--- src/sha_pkg.sv ---
// shared types, constants and round functions for the sha-256 byte stream hasher
package sha_pkg;

  // byte source for the block shift register
  localparam logic [1:0] SRC_DATA = 2'd0;
  localparam logic [1:0] SRC_PAD  = 2'd1;
  localparam logic [1:0] SRC_ZERO = 2'd2;
  localparam logic [1:0] SRC_LEN  = 2'd3;

  localparam logic [7:0] PAD_BYTE = 8'h80;
  localparam logic [63:0] BITS_PER_BYTE = 64'd8;

  localparam logic [7:0][31:0] H_INIT = {
    32'h5be0cd19, 32'h1f83d9ab, 32'h9b05688c, 32'h510e527f,
    32'ha54ff53a, 32'h3c6ef372, 32'hbb67ae85, 32'h6a09e667
  };

  localparam logic [31:0] ROUND_K [64] = '{
    32'h428a2f98, 32'h71374491, 32'hb5c0fbcf, 32'he9b5dba5,
    32'h3956c25b, 32'h59f111f1, 32'h923f82a4, 32'hab1c5ed5,
    32'hd807aa98, 32'h12835b01, 32'h243185be, 32'h550c7dc3,
    32'h72be5d74, 32'h80deb1fe, 32'h9bdc06a7, 32'hc19bf174,
    32'he49b69c1, 32'hefbe4786, 32'h0fc19dc6, 32'h240ca1cc,
    32'h2de92c6f, 32'h4a7484aa, 32'h5cb0a9dc, 32'h76f988da,
    32'h983e5152, 32'ha831c66d, 32'hb00327c8, 32'hbf597fc7,
    32'hc6e00bf3, 32'hd5a79147, 32'h06ca6351, 32'h14292967,
    32'h27b70a85, 32'h2e1b2138, 32'h4d2c6dfc, 32'h53380d13,
    32'h650a7354, 32'h766a0abb, 32'h81c2c92e, 32'h92722c85,
    32'ha2bfe8a1, 32'ha81a664b, 32'hc24b8b70, 32'hc76c51a3,
    32'hd192e819, 32'hd6990624, 32'hf40e3585, 32'h106aa070,
    32'h19a4c116, 32'h1e376c08, 32'h2748774c, 32'h34b0bcb5,
    32'h391c0cb3, 32'h4ed8aa4a, 32'h5b9cca4f, 32'h682e6ff3,
    32'h748f82ee, 32'h78a5636f, 32'h84c87814, 32'h8cc70208,
    32'h90befffa, 32'ha4506ceb, 32'hbef9a3f7, 32'hc67178f2
  };

  typedef struct packed {
    logic       shift_en;
    logic [1:0] byte_src;
    logic [2:0] len_idx;
    logic       add_bits;
    logic       load_work;
    logic       round_en;
    logic [5:0] round;
    logic       add_hash;
    logic       init_hash;
    logic [2:0] out_idx;
  } cmd_t;

  function automatic logic [31:0] rotr(input logic [31:0] x, input int n);
    rotr = (x >> n) | (x << (32 - n));
  endfunction

  function automatic logic [31:0] big_sigma0(input logic [31:0] x);
    big_sigma0 = rotr(x, 2) ^ rotr(x, 13) ^ rotr(x, 22);
  endfunction

  function automatic logic [31:0] big_sigma1(input logic [31:0] x);
    big_sigma1 = rotr(x, 6) ^ rotr(x, 11) ^ rotr(x, 25);
  endfunction

  function automatic logic [31:0] small_sigma0(input logic [31:0] x);
    small_sigma0 = rotr(x, 7) ^ rotr(x, 18) ^ (x >> 3);
  endfunction

  function automatic logic [31:0] small_sigma1(input logic [31:0] x);
    small_sigma1 = rotr(x, 17) ^ rotr(x, 19) ^ (x >> 10);
  endfunction

endpackage

--- src/sha_ctrl.sv ---
// controller state machine: byte loading, padding, round sequencing and digest output
module sha_ctrl (
  input  logic          clk,
  input  logic          rst,
  input  logic          in_valid,
  output logic          in_ready,
  input  logic          in_present,
  input  logic          in_end,
  output logic          out_valid,
  input  logic          out_ready,
  output logic          out_last,
  output sha_pkg::cmd_t cmd
);

  localparam logic [2:0] S_IDLE  = 3'd0;
  localparam logic [2:0] S_PAD   = 3'd1;
  localparam logic [2:0] S_ROUND = 3'd2;
  localparam logic [2:0] S_ADD   = 3'd3;
  localparam logic [2:0] S_OUT   = 3'd4;

  logic [2:0] state, state_next;
  logic [5:0] fill, fill_next;
  logic [5:0] round, round_next;
  logic [2:0] out_idx, out_idx_next;
  logic       pend_end, pend_end_next;
  logic       padding, padding_next;
  logic       first, first_next;
  logic       final_blk, final_blk_next;

  logic in_acc, out_acc, len_zone;

  assign in_acc   = in_valid && in_ready;
  assign out_acc  = out_valid && out_ready;
  // positions 56..63 hold the length in the final block
  assign len_zone = (fill[5:3] == 3'b111);

  always_comb begin
    state_next     = state;
    fill_next      = fill;
    round_next     = round;
    out_idx_next   = out_idx;
    pend_end_next  = pend_end;
    padding_next   = padding;
    first_next     = first;
    final_blk_next = final_blk;

    in_ready      = (state == S_IDLE);
    out_valid     = (state == S_OUT);
    out_last      = (out_idx == 3'd7);

    cmd           = '0;
    cmd.round     = round;
    cmd.out_idx   = out_idx;
    cmd.len_idx   = ~fill[2:0];
    cmd.byte_src  = sha_pkg::SRC_DATA;

    unique case (state)
      S_IDLE: begin
        if (in_acc) begin
          if (in_present) begin
            cmd.shift_en = 1'b1;
            cmd.add_bits = 1'b1;
            fill_next    = fill + 6'd1;
            if (fill == 6'd63) begin
              cmd.load_work = 1'b1;
              round_next    = '0;
              pend_end_next = in_end;
              state_next    = S_ROUND;
            end else if (in_end) begin
              padding_next = 1'b1;
              first_next   = 1'b1;
              state_next   = S_PAD;
            end
          end else if (in_end) begin
            padding_next = 1'b1;
            first_next   = 1'b1;
            state_next   = S_PAD;
          end
        end
      end
      S_PAD: begin
        cmd.shift_en = 1'b1;
        if (first) begin
          cmd.byte_src   = sha_pkg::SRC_PAD;
          first_next     = 1'b0;
          final_blk_next = !len_zone;
        end else if (final_blk && len_zone) begin
          cmd.byte_src = sha_pkg::SRC_LEN;
        end else begin
          cmd.byte_src = sha_pkg::SRC_ZERO;
        end
        fill_next = fill + 6'd1;
        if (fill == 6'd63) begin
          cmd.load_work = 1'b1;
          round_next    = '0;
          state_next    = S_ROUND;
        end
      end
      S_ROUND: begin
        cmd.round_en = 1'b1;
        round_next   = round + 6'd1;
        if (round == 6'd63) begin
          state_next = S_ADD;
        end
      end
      S_ADD: begin
        cmd.add_hash = 1'b1;
        if (padding) begin
          if (final_blk) begin
            out_idx_next = '0;
            state_next   = S_OUT;
          end else begin
            final_blk_next = 1'b1;
            state_next     = S_PAD;
          end
        end else if (pend_end) begin
          // byte and end arrived together on a full block
          pend_end_next = 1'b0;
          padding_next  = 1'b1;
          first_next    = 1'b1;
          state_next    = S_PAD;
        end else begin
          state_next = S_IDLE;
        end
      end
      S_OUT: begin
        if (out_acc) begin
          out_idx_next = out_idx + 3'd1;
          if (out_idx == 3'd7) begin
            cmd.init_hash  = 1'b1;
            padding_next   = 1'b0;
            final_blk_next = 1'b0;
            state_next     = S_IDLE;
          end
        end
      end
      default: begin
        state_next = S_IDLE;
      end
    endcase
  end

  always_ff @(posedge clk) begin
    if (rst) begin
      state     <= S_IDLE;
      fill      <= '0;
      round     <= '0;
      out_idx   <= '0;
      pend_end  <= 1'b0;
      padding   <= 1'b0;
      first     <= 1'b0;
      final_blk <= 1'b0;
    end else begin
      state     <= state_next;
      fill      <= fill_next;
      round     <= round_next;
      out_idx   <= out_idx_next;
      pend_end  <= pend_end_next;
      padding   <= padding_next;
      first     <= first_next;
      final_blk <= final_blk_next;
    end
  end

endmodule

--- src/sha_dp.sv ---
// datapath: block and schedule shift register, round unit, hash state and bit count
module sha_dp (
  input  logic          clk,
  input  logic          rst,
  input  sha_pkg::cmd_t cmd,
  input  logic [7:0]    data_byte,
  output logic [31:0]   digest_word
);

  // block bytes shift in at the bottom; the top word is the oldest schedule word
  logic [511:0]      blk;
  logic [7:0][31:0]  work;
  logic [7:0][31:0]  hash;
  logic [63:0]       bits;

  logic [7:0]  byte_in;
  logic [31:0] w0, w1, w9, w14, w_new;
  logic [31:0] t1, t2, ch, maj;

  always_comb begin
    unique case (cmd.byte_src)
      sha_pkg::SRC_DATA: byte_in = data_byte;
      sha_pkg::SRC_PAD:  byte_in = sha_pkg::PAD_BYTE;
      sha_pkg::SRC_ZERO: byte_in = '0;
      sha_pkg::SRC_LEN:  byte_in = bits[{cmd.len_idx, 3'b000} +: 8];
      default:           byte_in = '0;
    endcase
  end

  assign w0    = blk[511:480];
  assign w1    = blk[479:448];
  assign w9    = blk[223:192];
  assign w14   = blk[63:32];
  assign w_new = sha_pkg::small_sigma1(w14) + w9 + sha_pkg::small_sigma0(w1) + w0;

  assign ch  = (work[4] & work[5]) ^ (~work[4] & work[6]);
  assign maj = (work[0] & work[1]) ^ (work[0] & work[2]) ^ (work[1] & work[2]);
  assign t1  = work[7] + sha_pkg::big_sigma1(work[4]) + ch
             + sha_pkg::ROUND_K[cmd.round] + w0;
  assign t2  = sha_pkg::big_sigma0(work[0]) + maj;

  always_ff @(posedge clk) begin
    if (cmd.shift_en) begin
      blk <= {blk[503:0], byte_in};
    end else if (cmd.round_en) begin
      blk <= {blk[479:0], w_new};
    end
  end

  always_ff @(posedge clk) begin
    if (cmd.load_work) begin
      work <= hash;
    end else if (cmd.round_en) begin
      work <= {work[6], work[5], work[4], work[3] + t1,
               work[2], work[1], work[0], t1 + t2};
    end
  end

  always_ff @(posedge clk) begin
    if (rst || cmd.init_hash) begin
      hash <= sha_pkg::H_INIT;
      bits <= '0;
    end else begin
      if (cmd.add_hash) begin
        for (int i = 0; i < 8; i++) begin
          hash[i] <= hash[i] + work[i];
        end
      end
      if (cmd.add_bits) begin
        bits <= bits + sha_pkg::BITS_PER_BYTE;
      end
    end
  end

  assign digest_word = hash[cmd.out_idx];

endmodule

--- src/sha256_byte_stream_hasher.sv ---
// sha-256 byte stream hasher top level: stream ports around controller and datapath
// one message byte is taken per cycle while a block fills; the 64th byte starts a
// compression of 64 rounds plus a hash update step, and input stalls until that block is done
// at end of message padding shifts in one byte per cycle (up to 8 + 64 bytes, one or two
// compressions), then eight digest words follow, one per cycle when taken
// reset: idle and ready, hash words at the initial values, bit count and fill level zero
module sha256_byte_stream_hasher (
  input  logic        clk,
  input  logic        rst,
  input  logic        s_tvalid,
  output logic        s_tready,
  input  logic [7:0]  s_tdata,   // [7:0] data_byte
  input  logic        s_tuser,   // [0] byte_present
  input  logic        s_tlast,   // end_of_message
  output logic        m_tvalid,
  input  logic        m_tready,
  output logic [39:0] m_tdata,   // [31:0] digest_word, [34:32] word_index, [39:35] zero
  output logic        m_tlast    // last_word
);

  sha_pkg::cmd_t cmd;
  logic [31:0]   digest_word;

  sha_ctrl u_ctrl (
    .clk        (clk),
    .rst        (rst),
    .in_valid   (s_tvalid),
    .in_ready   (s_tready),
    .in_present (s_tuser),
    .in_end     (s_tlast),
    .out_valid  (m_tvalid),
    .out_ready  (m_tready),
    .out_last   (m_tlast),
    .cmd        (cmd)
  );

  sha_dp u_dp (
    .clk         (clk),
    .rst         (rst),
    .cmd         (cmd),
    .data_byte   (s_tdata),
    .digest_word (digest_word)
  );

  assign m_tdata = {5'b00000, cmd.out_idx, digest_word};

endmodule

--- config.mk ---
export PLATFORM = sky130hd
export DESIGN_NAME = sha256_byte_stream_hasher
export DESIGN_NICKNAME = d
export VERILOG_FILES = /design/src/sha_pkg.sv /design/src/sha_ctrl.sv /design/src/sha_dp.sv /design/src/sha256_byte_stream_hasher.sv
export SDC_FILE = /design/constraint.sdc
export NUM_CORES = 2
export LEC_CHECK = 0
export BUFFER_PORTS_ARGS = -buffer_cell sky130_fd_sc_hd__clkbuf_2
export CAP_MARGIN = 30
export CORE_ASPECT_RATIO = 0.5
export CORE_UTILIZATION = 55
export CTS_BUF_LIST = sky130_fd_sc_hd__clkbuf_4 sky130_fd_sc_hd__clkbuf_8
export CTS_CLUSTER_DIAMETER = 50
export DETAILED_ROUTE_END_ITERATION = 16
export GPL_TIMING_DRIVEN = 1
export HOLD_SLACK_MARGIN = 0.08
export PLACE_DENSITY_LB_ADDON = 0.3
export SLEW_MARGIN = 10
export SYNTH_ARGS = -nofsm -noshare
export SYNTH_HDL_FRONTEND = slang
export SYNTH_HIERARCHICAL = 1
export SYNTH_SLANG_ARGS = --single-unit
--- constraint.sdc ---
create_clock -name clk -period 12.9 [get_ports clk]
set_input_delay 1.935 -clock clk [delete_from_list [all_inputs] [get_ports clk]]
set_output_delay 1.935 -clock clk [all_outputs]
set_load 0.05 [all_outputs]
Word level (Yosys, flattened, before mapping) --
Memories as Yosys holds them, arrays and structs flattened. Cells that the tools add are included.
Operators by class: add/sub/neg operators 22, eq/ne operators 24, multiplexer cells 72, order comparisons 2, shifts and indexed selects 1, reductions and logical operators 24, bitwise gates (word level) 29
Operators with widths (count):
- $mux W512 | 2
- $add A32 B32 Y32 | 18
- $mux W256 | 2
- $xor A32 B32 Y32 | 9
- $and A32 B32 Y32 | 5
- $bmux W32 S3 | 1
- $mux W32 | 3
- $add A64 B4 Y64 const B | 1
- $shiftx A64 B7 Y8 | 1
- $mux W3 | 13
- $not A32 Y32 | 1
- $or A10 B32 Y32 | 1
- $or A13 B32 Y32 | 1
- $or A14 B32 Y32 | 1
- $or A15 B32 Y32 | 1
- $or A19 B32 Y32 | 1
- $or A21 B32 Y32 | 1
- $or A25 B32 Y32 | 1
- $or A26 B32 Y32 | 1
- $or A30 B32 Y32 | 1
- $or A7 B32 Y32 | 1
- $pmux W8 S4 | 1
- $xor A32 B22 Y32 | 1
- $xor A32 B29 Y32 | 1
- other kinds (34) | 105
Word-level totals: input port bits 14, memory bits (read-only) 2048, logic and storage cells 201, memories 1, bits in registers 1110, output and inout port bits 43
Memory list:
- (name not given) | words 64, bits a word 32, read ports 1, clocked after Yosys merged registers in 0, write ports 0, RTL line sha_dp.sv:39 | + sha_pkg::ROUND_K[cmd.round] + w0;

Longest topological paths before layout --
word-level depth 10, mapped depth 37, depth with buffers taken out 37

Cells and area by module --
The synthesis kept the hierarchy.
Modules (own cells, without submodules):
- sha_dp | instances 1, seq. area each 29408.2 um^2, cells an instance 6889, area each 73222.7 um^2
- sha_ctrl | instances 1, seq. area each 440.4 um^2, cells an instance 148, area each 1242.4 um^2
- sha256_byte_stream_hasher | instances 1, seq. area each 0.0 um^2, cells an instance 6, area each 41.3 um^2

Least setup slack after synthesis --
OpenSTA, ideal clock, no wires.
path kind input-to-reg, start in s_tvalid, end reg u_dp.blk[0] (enable), required time 12233 ps, cell stages on the path 6, data arrival time 9232 ps, buffers on the path 3, setup time 667 ps, setup slack 3001 ps, cell sequence a21oi_2 -> nor2_1 -> clkbuf_1 -> clkbuf_1 -> buf_1 -> or2_2
RTL lines:
- from (decl) | RTL line sha256_byte_stream_hasher.sv:10 | input logic s_tvalid,
- to (signal assigned) | RTL line sha_dp.sv:44 | blk <= {blk[503:0], byte_in};
- to (signal assigned) | RTL line sha_dp.sv:46 | blk <= {blk[479:0], w_new};
- to (decl) | RTL line sha_dp.sv:11 | logic [511:0] blk;

Final worst setup path --
start reg u_ctrl.round[1], end reg u_dp/work[31] (netlist bit), data pin
Between the ends: longest elaborated chain between the ends 9
RTL lines:
- from (decl) | RTL line sha_ctrl.sv:23 | logic [5:0] round, round_next;
- from (signal assigned) | RTL line sha_ctrl.sv:156 | round <= round_next;
- $not A6 Y7 (implied by the code) | RTL line sha_dp.sv:39
- $mem_v2 Z64 W32
- $mux W32 (implied by the code) (2 in series) | RTL line sha_dp.sv:39
- $add A32 B32 Y32 (2 in series) | RTL line sha_dp.sv:39
- $add A32 B32 Y32 | RTL line sha_dp.sv:55 | work[2], work[1], work[0], t1 + t2};
- $mux W256 | RTL line sha_dp.sv:53 | end else if (cmd.round_en) begin
- $mux W256 | RTL line sha_dp.sv:51 | if (cmd.load_work) begin
- to (signal assigned) | RTL line sha_dp.sv:52 | work <= hash;
- to (signal assigned) | RTL line sha_dp.sv:54 | work <= {work[6], work[5], work[4], work[3] + t1,
- to (decl) | RTL line sha_dp.sv:12 | logic [7:0][31:0] work;
No other way between the ends. The select of a mux whose other input is x is not followed. A chain may end at the register's enable or synchronous reset.

==> results.sh <==
export IMPL_async_reset_ff_frac=0
export IMPL_postCtsHoldBufs=0
export IMPL_synthToLayoutAreaGrowth_pct=7.199
export IMPL_dieArea_mm2=0.1370
export IMPL_yosys_top_cells_count="edfxtp_1, mux2_2, nand2_1"
export IMPL_cp_end_kind="register"
export IMPL_wl_per_cell_um=22.96
export IMPL_drt_iter0_markers=5609
export IMPL_vdd_drop_max_v=0.0002101
export IMPL_top_usage_layer="met2"
export IMPL_slew_headroom=0.2591
export IMPL_ioPinCount=57
export IMPL_met3_usage=0.05481
export IMPL_syn_cell_area_mm2=0.07451
export IMPL_ys_types=105
export IMPL_hold_path_class="register to register"
export IMPL_sw_frac_of_total=0.3901
export IMPL_worst_path_max_fanout=18
export IMPL_power_frac_comb=0.465
export IMPL_fin_nets=7590
export IMPL_outcome="complete, no violations"
export IMPL_fmax_mhz=105.4
export IMPL_htreeDepth=4
export IMPL_clock_sinks=1107
export IMPL_r2r_cells=34
export IMPL_powerDensity_mw_per_mm2=184.9
export IMPL_p_leak_nw=30.42
export IMPL_grt_pass1_wl_um=310800
export IMPL_path_class="register to register"
export IMPL_ant_nets=0
export IMPL_cts_tree="done"
export IMPL_antenna_found_initial=4
export IMPL_synth_top_cell_by_area="edfxtp_1"
export IMPL_post_cts_setup_buffer_count=0
export IMPL_syn_avg_cell_area_um2=10.58
export IMPL_initial_core_util=0.5547
export IMPL_worstHoldPathCells=2
export IMPL_core_area_mm2=0.1343
export IMPL_finalSetupTns_ps=0
export IMPL_power_mw=14.77
export IMPL_routed_wl_um=204900
export IMPL_grtUsageMet1=0.4333
export IMPL_drive_gt1_frac=0.1774
export IMPL_grt_use_total=0.2957
export IMPL_dp_hpwl_um=149500
export IMPL_period_share=0.7354
export IMPL_use_met2=0.4413
export IMPL_num_vias=54630
export IMPL_post_cts_resized=0
export IMPL_clock_power_share=0.211
export IMPL_finalSetupViolCount=0
export IMPL_path_clk_slew_ps=70
export IMPL_cts_buffer_depth=3
export IMPL_die_width_um=522.5
export IMPL_syn_instance_count=7043
export IMPL_gp_congestion=0.9723
export IMPL_power_switching_mw=5.761
export IMPL_rsz0062_at_grt="no"
export IMPL_maxCapViolCount=0
export IMPL_grt_max_degree=211
export IMPL_grt_pass1_vias=52110
export IMPL_rows=95
export IMPL_clk_latency_ps=920
export IMPL_worstSetupStartpointType="register"
export IMPL_worst_pin_slew_ps=1111
export IMPL_slew_viol_final=0
export IMPL_viasPerCell=6.121
export IMPL_post_route_min_period_ps=9487
export IMPL_seqPwrFrac=0.324
export IMPL_root_buffer="clkbuf_8"
export IMPL_cts_made_buffers=167
export IMPL_finClkSkew_ps=42.86
export IMPL_port_buffers=51
export IMPL_place_area_mm2=0.07626
export IMPL_final_hold_violation_count=0
export IMPL_worstPathRequired_ps=13560
export IMPL_synth_flop_cell="edfxtp_1"
export IMPL_ys_seq_area_frac=0.4006
export IMPL_dr_pass1_iters=8
export IMPL_yosysTopAreaCellShare=0.3095
export IMPL_ys_ff_latch=1107
export IMPL_fin_area_mm2=0.07987
export IMPL_synth_edff_count=768
export IMPL_cp_data_arrival_time_ps=10140
export IMPL_die_h_um=262.3
export IMPL_crit_slowest_cell="ha_1"
export IMPL_yosysMostFrequentCell="edfxtp_1"
export IMPL_critPathMaxStageDelay_ps=970
export IMPL_synthTopCellsByArea="edfxtp_1, mux2_2, dfxtp_1, ha_1, fa_1"
export IMPL_intPower_mw=9.008
export IMPL_grt_overflow_total=0
export IMPL_yosys_warnings=6
export IMPL_drc=0
-- power groups by stage --
stage	Sequential [mW]	Clock, mW	Combinational (mW)
floorplan	4.75	0	5.13
global placement	4.85	0	6.55
detailed placement	4.86	0	6.67
CTS	4.79	3.18	6.72
global route	4.82	3.32	7.55
finish	4.79	3.11	6.87
-- registers in the layout (all words and copies together) (netlist names) --
register,count
u_dp/work,256
u_ctrl/final_blk,1
u_ctrl/round,6
u_dp/bits,61
u_dp/blk,512
u_ctrl/fill,6
u_ctrl/out_idx,3
u_dp/hash,256
u_ctrl/pend_end,1
u_ctrl/state,3
u_ctrl/padding,1
u_ctrl/first,1
-- worst max-delay path: cells and delay by family, from the launching register on --
family / cells / cell delay (ps)
adder cells (fa/ha/maj): 6 / 3120
AND/OR/NAND/NOR: 7 / 1350
buffers and inverters: 4 / 610
XOR/XNOR: 3 / 710
AO/OA/AOI/OAI: 13 / 2810
flip-flops: 1 / 340
multiplexers: 1 / 280
-- logic make-up (layout without fill, tap and decap cells) --
kind of cell / count (synthesis) / in the layout / synth area share
compound gates: 1566 / 1566 / 0.1312
simple gates: 1464 / 1464 / 0.08998
flops: 1107 / 1107 / 0.4006
mux: 889 / 889 / 0.1453
buf+inv: 808 / 888 / 0.04126
xor+xnor: 614 / 614 / 0.07228
fa+ha+maj: 594 / 594 / 0.1193
other cells: 1 / 9 / 0.00005033
-- path summary, 6_finish.rpt --
| kind | start | end | slack [ps] |
|---|---|---|---|
| worst min register to register | u_dp/hash[222] | u_dp/hash[222] | 500 |
| worst min-delay path | u_dp/hash[222] | u_dp/hash[222] | 500 |
| worst max register to register | u_ctrl/round[1] | u_dp/work[31] | 3410 |
| worst max-delay path | u_ctrl/round[1] | u_dp/work[31] | 3410 |
-- final cells by class --
| cell class | count | area (um2) |
|---|---|---|
| Fill cell | 11120 | 54450 |
| Multi-Input combinational cell | 5132 | 41630 |
| Sequential cell | 1107 | 29860 |
| Clock buffer | 240 | 2897 |
| Tap cell | 1794 | 2245 |
| Inverter | 463 | 1743 |
| Timing Repair Buffer | 115 | 867.1 |
| Clock inverter | 70 | 616.8 |
| Antenna cell | 4 | 10.01 |
-- per-layer routing --
layer / part of all wire / up-vias
li1: - / 25280
met1: 0.45 / 26760
met2: 0.43 / 2214
met3: 0.087 / 371
met4: 0.032 / 4
met5: 0.00015 / -
-- stage by stage --
stage          cells  hold slack [ps]    util  setup WS (ps)
3_3_place_gp    8605            475.0  0.5675           3657
4_1_cts         8918            489.5  0.5940           3558
2_1_floorplan   7047            450.9       -           3001
5_1_grt         8923            517.8  0.5946           2862
6_report        8925            496.5  0.5946           3413
3_5_place_dp    8608            478.7  0.5678           3569
-- cells in the final DEF, fill, tap and decap left out, types with 195 or more instances in the layout --
cell,instances
inv_1,458
edfxtp_1,768
dfxtp_1,332
fa_1,195
mux2_2,711
xnor2_1,356
o21ai_0,445
a21oi_1,428
nor2_1,449
xor2_1,257
nand2_1,485
ha_1,395
Power figures use the tool's default switching activity.
